**src/design/gpirn_pkg.sv**
```systemverilog
// ----------------------------------------------------------------------------
// gpirn_pkg: gamepad input report neutralizer package
// Byte positions and byte values used when a report is rewritten.
// ----------------------------------------------------------------------------
package gpirn_pkg;

  // Report selection
  localparam logic [7:0]  REPORT_TAG   = 8'h11;
  localparam int unsigned MIN_LENGTH   = 36;

  // Touch frame layout
  localparam int unsigned COUNT_POS    = 35;
  localparam int unsigned CONTACT_A    = 37;
  localparam int unsigned CONTACT_B    = 41;
  localparam int unsigned FRAME_STRIDE = 9;

  // Fixed byte positions
  localparam int unsigned STICK_FIRST  = 3;
  localparam int unsigned STICK_LAST   = 6;
  localparam int unsigned HAT_POS      = 7;
  localparam int unsigned BTN_HI_POS   = 8;
  localparam int unsigned BTN_LO_POS   = 9;
  localparam int unsigned TRIG_L_POS   = 10;
  localparam int unsigned TRIG_R_POS   = 11;
  localparam int unsigned GYRO_FIRST   = 15;
  localparam int unsigned GYRO_LAST    = 20;

  // Byte values
  localparam logic [7:0]  STICK_CENTER = 8'h80;
  localparam logic [7:0]  HAT_NEUTRAL  = 8'h08;
  localparam logic [7:0]  BTN_KEEP     = 8'hfc;
  localparam logic [7:0]  LIFT_BIT     = 8'h80;
  localparam logic [7:0]  BYTE_ZERO    = 8'h00;

endpackage

```
**src/design/gamepad_input_report_neutralizer.sv**
```systemverilog
// ----------------------------------------------------------------------------
// gamepad_input_report_neutralizer
// Rewrites a gamepad input report, one byte per item, to show a pad at rest.
// ----------------------------------------------------------------------------
// Timing: an accepted item passes the input register and then the result
//   register; out_valid rises when the item reaches the result register.
//   Throughput: one item per cycle, sustained, with no bubbles, while out_stall is low.
// The per-byte work is a position compare against a few constants and a byte
//   mux, all between the input register and the result register.
// Reset (rst_n low, synchronous): both stages empty, position and length 0,
//   rewrite off, touch frame count 0; bytes before a first byte pass through.
// ----------------------------------------------------------------------------
module gamepad_input_report_neutralizer
  import gpirn_pkg::*;
#(
  parameter int MAX_TOUCH_FRAMES = 4,
  parameter int LENGTH_BITS      = 10
) (
  input  logic                   clk,
  input  logic                   rst_n,

  // input items
  input  logic                   in_valid,
  output logic                   in_stall,
  input  logic [7:0]             in_data_byte,
  input  logic                   in_first_byte,
  input  logic [LENGTH_BITS-1:0] in_report_length,

  // result items
  output logic                   out_valid,
  input  logic                   out_stall,
  output logic [7:0]             out_byte
);

  // touch frame count holds 0..MAX_TOUCH_FRAMES
  localparam int TW = $clog2(MAX_TOUCH_FRAMES + 1);
  localparam logic [LENGTH_BITS-1:0] POS_MAX = {LENGTH_BITS{1'b1}};

  // ---------------------------------------------------------------------------
  // Input register
  // ---------------------------------------------------------------------------
  logic                   s1_valid_r;
  logic [7:0]             s1_data_r;
  logic                   s1_first_r;
  logic [LENGTH_BITS-1:0] s1_len_r;

  logic                   in_accept;
  logic                   s1_adv;   // stage 1 item moves into the result register

  // Result register is free when empty or being drained this cycle.
  assign s1_adv    = !out_valid || !out_stall;
  assign in_stall  = s1_valid_r && !s1_adv;
  assign in_accept = in_valid && !in_stall;

  always_ff @(posedge clk) begin
    if (!rst_n) begin
      s1_valid_r <= 1'b0;
    end else if (in_accept) begin
      s1_valid_r <= 1'b1;
    end else if (s1_adv) begin
      s1_valid_r <= 1'b0;
    end
  end

  always_ff @(posedge clk) begin
    if (in_accept) begin
      s1_data_r  <= in_data_byte;
      s1_first_r <= in_first_byte;
      s1_len_r   <= in_report_length;
    end
  end

  // ---------------------------------------------------------------------------
  // Report state, updated as each item leaves stage 1
  // ---------------------------------------------------------------------------
  logic [LENGTH_BITS-1:0] byte_position_r, byte_position_nxt;
  logic                   rewrite_active_r, rewrite_active_nxt;
  logic [LENGTH_BITS-1:0] held_length_r, held_length_nxt;
  logic [TW-1:0]          touch_frame_count_r, touch_frame_count_nxt;

  logic [LENGTH_BITS-1:0] pos;
  logic [31:0]            pos_w;
  logic [31:0]            len_w;
  logic [TW-1:0]          frames_w;    // frame count seen by this byte
  logic [MAX_TOUCH_FRAMES-1:0] lift_hit;
  logic [7:0]             result;

  // A first byte restarts the report at position 0 with a fresh length.
  always_comb begin
    if (s1_first_r) begin
      pos                = '0;
      held_length_nxt    = s1_len_r;
      rewrite_active_nxt = (s1_data_r == REPORT_TAG) &&
                           (32'(s1_len_r) >= MIN_LENGTH);
      frames_w           = '0;
    end else begin
      pos                = byte_position_r;
      held_length_nxt    = held_length_r;
      rewrite_active_nxt = rewrite_active_r;
      frames_w           = touch_frame_count_r;
    end
  end

  assign pos_w = 32'(pos);
  assign len_w = 32'(held_length_nxt);

  // Position saturates so an endless stream never wraps back into a report.
  assign byte_position_nxt = (pos < POS_MAX) ? pos + 1'b1 : pos;

  // Contact bytes of frame m: 37+9m and 41+9m, for counted frames that fit.
  always_comb begin
    for (int m = 0; m < MAX_TOUCH_FRAMES; m++) begin
      lift_hit[m] = (32'(frames_w) > m) &&
                    (CONTACT_B + FRAME_STRIDE * m < len_w) &&
                    ((pos_w == CONTACT_A + FRAME_STRIDE * m) ||
                     (pos_w == CONTACT_B + FRAME_STRIDE * m));
    end
  end

  // Byte rewrite mux
  always_comb begin
    result                = s1_data_r;
    touch_frame_count_nxt = frames_w;
    if (rewrite_active_nxt && (pos_w < len_w)) begin
      if (pos_w >= STICK_FIRST && pos_w <= STICK_LAST) begin
        result = STICK_CENTER;
      end else if (pos_w == HAT_POS) begin
        result = HAT_NEUTRAL;
      end else if (pos_w == BTN_HI_POS) begin
        result = BYTE_ZERO;
      end else if (pos_w == BTN_LO_POS) begin
        result = s1_data_r & BTN_KEEP;
      end else if (pos_w == TRIG_L_POS || pos_w == TRIG_R_POS ||
                   (pos_w >= GYRO_FIRST && pos_w <= GYRO_LAST)) begin
        result = BYTE_ZERO;
      end else if (pos_w == COUNT_POS) begin
        // count byte passes; its value, capped, sets the frames to lift
        touch_frame_count_nxt = (32'(s1_data_r) > MAX_TOUCH_FRAMES) ?
                                TW'(MAX_TOUCH_FRAMES) : TW'(s1_data_r);
      end else if (|lift_hit) begin
        result = s1_data_r | LIFT_BIT;
      end
    end
  end

  always_ff @(posedge clk) begin
    if (!rst_n) begin
      byte_position_r     <= '0;
      rewrite_active_r    <= 1'b0;
      held_length_r       <= '0;
      touch_frame_count_r <= '0;
    end else if (s1_valid_r && s1_adv) begin
      byte_position_r     <= byte_position_nxt;
      rewrite_active_r    <= rewrite_active_nxt;
      held_length_r       <= held_length_nxt;
      touch_frame_count_r <= touch_frame_count_nxt;
    end
  end

  // ---------------------------------------------------------------------------
  // Result register
  // ---------------------------------------------------------------------------
  logic       out_valid_r;
  logic [7:0] out_byte_r;

  always_ff @(posedge clk) begin
    if (!rst_n) begin
      out_valid_r <= 1'b0;
    end else if (s1_adv) begin
      out_valid_r <= s1_valid_r;
    end
  end

  always_ff @(posedge clk) begin
    if (s1_adv && s1_valid_r) begin
      out_byte_r <= result;
    end
  end

  assign out_valid = out_valid_r;
  assign out_byte  = out_byte_r;

endmodule
```
**config.mk**
```make
export PLATFORM = sky130hd
export DESIGN_NAME = gamepad_input_report_neutralizer
export DESIGN_NICKNAME = d
export VERILOG_FILES = /design/src/design/gpirn_pkg.sv /design/src/design/gamepad_input_report_neutralizer.sv
export SDC_FILE = /design/constraint.sdc
export NUM_CORES = 1
export LEC_CHECK = 0
export BUFFER_PORTS_ARGS = -buffer_cell sky130_fd_sc_hd__buf_2
export CELL_PAD_IN_SITES_DETAIL_PLACEMENT = 0
export CELL_PAD_IN_SITES_GLOBAL_PLACEMENT = 1
export CORE_ASPECT_RATIO = 0.7
export CORE_MARGIN = 5
export CORE_UTILIZATION = 25
export CTS_BUF_LIST = sky130_fd_sc_hd__clkbuf_8
export DETAILED_ROUTE_END_ITERATION = 16
export GPL_TIMING_DRIVEN = 0
export PLACE_DENSITY = 0.58
export SLEW_MARGIN = 20
export SYNTH_ARGS = -nofsm -noshare
export SYNTH_HDL_FRONTEND = slang
export SYNTH_SLANG_ARGS = --single-unit
```
**constraint.sdc**
```tcl
create_clock -name clk -period 2.8 [get_ports clk]
set_input_delay 0 -clock clk [delete_from_list [all_inputs] [get_ports clk]]
set_output_delay 0 -clock clk [all_outputs]
set_load 0.02 [all_outputs]
```
==> results.tsv <==
stage	metric	value	unit
run_status	failing checks	setup timing	
worst_hold_path	Hold WC Path Type	primary input to flop	
finish	post-layout util	0.345	
clocking	CTS tree	done	
pwr	Pleak	0.00148	uW
synth	EDFF count, synth	27	
timing	final worst path period share	1.01	
finish	ANT cells	0	
place	HPWL Detailed	6430	um
global_route	GRT overflow	0	
place	PortBufs	31	
die	Initial Utilization	0.253	
synth	Post-synth top flop	edfxtp_1	
synth	Synth Area in Simple Gates	0.240	
finish	leading cell type in the layout, fill and taps excluded	buf_2	
synth	FF+latch count, synth	53	
clocking	Max Root-Sink Buffers	2	
timing	RSZ-0062 raised after global routing	true	
finish	Fill cells	1144	
clocking	Clock Latency Late Sink	0.32	ns
timing	clk_skew	0.00791	ns
detailed_routing	DR WL/cell	17.4	um
pwr	VDD IR-drop max	184	uV
global_route	initial antenna violation count	0	
worst_hold_path	Worst Hold Depth	2	
synth	Yosys cell types	63	
place	Area after DPL	0.00332	mm2
setup_path	Req. time, crit path	2.87	ns
finish	Nets	395	
synth	sequential-to-total area share from yosys stat	0.453	
global_route	first-pass GRT wire length	14400	um
setup_path	WS Path Type	flop to flop	
timing	slew at the pin closest to its max-slew limit	1.13	ns
place	GPL Wtd Cong	0.836	
detailed_routing	first drt pass iteration count	5	
die	io pins	33	
global_route	Tot GR Track Use	0.132	
global_route	number of global-route vias before repair	2572	
run	max_cap viols	0	
detailed_routing	Post-DRT Antenna Nets	0	
clocking	Root Driver	clkbuf_8	
run_status	outcome	finished with violations	
setup_path	crit-path max FO	8	
synth	post-synthesis compound-gate area fraction	0.183	
die	Die Area	0.0141	mm2
detailed_routing	vias per inst	5.01	
synth	cells after synthesis	289	
clocking	Sink Count	53	
finish	layout cell share with drive strength beyond 1	0.258	
setup_path	worst reg-to-reg setup slack	-0.03	ns
setup_path	CP arrival	2.90	ns
die	Chip Width	140	um
timing	Final Critical Period	2.83	ns
timing	Max Freq	354	MHz
synth	largest family of logic cells by synthesized area	simple AND/OR/NAND/NOR gates	
timing	Slew headroom	0.243	
detailed_routing	Post-Route WL	9090	um
die	Row Count	33	
timing	Hold Vio Cnt, Final	0	
finish	commonest non-fill, non-tap cells in the layout	buf_2 (32), nand2_1 (28), edfxtp_1 (27), dfxtp_1 (26), dlygate4sd3_1 (21)	
finish	final design area excluding fillers	0.00400	mm2
timing	Worst Slack Setup Final	-0.0262	ns
detailed_routing	initial drt markers	251	
detailed_routing	DRC	0	
detailed_routing	vias after detailed routing	2615	
synth	xor and xnor area share after synthesis	0.00894	
clocking	Worst-path clk slew	0.10	ns
synth	Mapped Nets	320	
setup_path	startpoint types	flop	
synth	post-synth design cell area	0.00294	mm2
setup_path	kind of end point of the critical path	flop	
global_route	largest net degree at the start of global routing	18	
setup_path	Register-to-Register Path Depth	12	
pwr	Pwr per Cell Area	397	mW/mm2
timing	Final setup viols	1	
finish	Layout Area Growth over Synthesis	36.1	%
clocking	# H-tree levels	2	
synth	Ys Warns	0	
clocking	CTS Buf Count	5	
synth	async set-reset flop share out of synthesis	0	
synth	Synth Area per Inst	10.2	um2
die	Placeable Area	0.0116	mm2
die	chip height	101	um
synth	multiplexer share of the synthesized area	0.0477	
synth	post-synthesis adder-cell area fraction	0.0340	
timing	Final Max Slew Viols	0	
==> power by group <==
| group | total [uW] | switching [uW] | internal (uW) |
|---|---|---|---|
| Clock | 447 | 271 | 177 |
| Combinational | 255 | 131 | 125 |
| Sequential | 886 | 33.0 | 853 |
| Total | 1590 | 434 | 1150 |
==> area by class of cell <==
type,count,area (um2),area share
Clock buffer,5,68.8,0.0172
Clock inverter,3,20.0,0.00500
Buffer,16,124,0.0309
Multi-Input combinational cell,212,1720,0.430
Tap cell,157,196,0.0491
Sequential cell,53,1330,0.333
Inverter,6,22.5,0.00563
Timing Repair Buffer,70,520,0.130
==> stage by stage <==
| step | instances | hold WS [ns] | setup TNS (ns) | total power, uW | worst slack (ns) |
|---|---|---|---|---|---|
| after detailed placement | 478 | 0.178 | -5.63 | 1070 | -0.676 |
| after global placement | 477 | 0.177 | -5.85 | 1070 | -0.695 |
| final | 522 | 0.148 | -0.0262 | 1590 | -0.0262 |
| after global routing | 522 | 0.165 | -0.346 | 1660 | -0.110 |
| after CTS | 517 | 0.137 | -0.187 | 1580 | -0.104 |
| after floorplan | 289 | 0.0989 | 0 | 1000 | 0.00380 |
==> cells by family after synthesis <==
family,count (synthesis)
compound gates,68
fa+ha+maj,8
simple gates,119
mux,14
xor+xnor,3
flops,53
buf+inv,24
==> critical path, stage by stage, from the launching register on <==
cell       delay (ns)
edfxtp_1         0.44
buf_6            0.16
buf_12           0.14
buf_12           0.15
clkbuf_16        0.17
nor2b_4          0.12
ha_4             0.20
nand4_1          0.13
buf_4            0.14
a2111oi_4        0.03
o21a_2           0.17
or4_4            0.47
a32o_1           0.23
==> Yosys cell counts (3+ instances only) <==
library cell	number	area [um2]
o21ai_0	5	25.0
nand4_1	6	37.5
or4_1	3	22.5
inv_1	5	18.8
a21boi_1	6	45.0
nand2b_1	3	18.8
mux2i_1	14	140
nand3_1	12	60.1
nor4b_1	3	26.3
and3_1	3	18.8
nor2b_1	11	68.8
clkbuf_1	13	48.8
and2_1	8	50.1
buf_2	3	15.0
nor3_1	5	25.0
nor3b_1	4	30.0
a21oi_1	9	45.0
o21a_1	3	22.5
o21ai_1	4	20.0
nor2_1	10	37.5
ha_1	8	100
nand2_1	28	105
dfxtp_1	26	521
edfxtp_1	27	811
o211ai_1	5	37.5
o211a_1	9	90.1
nor4_1	8	50.1
==> layer usage <==
metal  GRT usage  share of wire  routed length, um
met1       0.201           0.52               4700
met2       0.191           0.41               3720
met3      0.0280          0.063                569
met4      0.0290          0.011                101
met5           0              0                  0
==> registers in the layout, indices dropped and copies added (netlist names) <==
signal,flops
held_length_r,10
s1_valid_r,1
byte_position_r,10
out_valid,1
s1_len_r,10
rewrite_active_r,1
s1_first_r,1
touch_frame_count_r,3
s1_data_r,8
out_byte,8
==> timing repair <==
| action | 4_1_cts | 5_1_grt |
|---|---|---|
| gates resized for setup | 23 | 21 |
| hold buffers | 21 | 0 |
| pin swaps | 6 | 11 |
| buffers inserted | 11 | 6 |
| setup endpoints to repair | 11 | 11 |
| endpoints found under the hold margin | 21 | 0 |
==> worst paths after layout <==
kind / from / end
worst max-delay path: s1_first_r / out_byte[3]
worst min-delay path: rst_n / rewrite_active_r
worst min register to register: rewrite_active_r / rewrite_active_r
worst max register to register: s1_first_r / out_byte[3]
No activity file was read; power rests on OpenSTA's default activity.
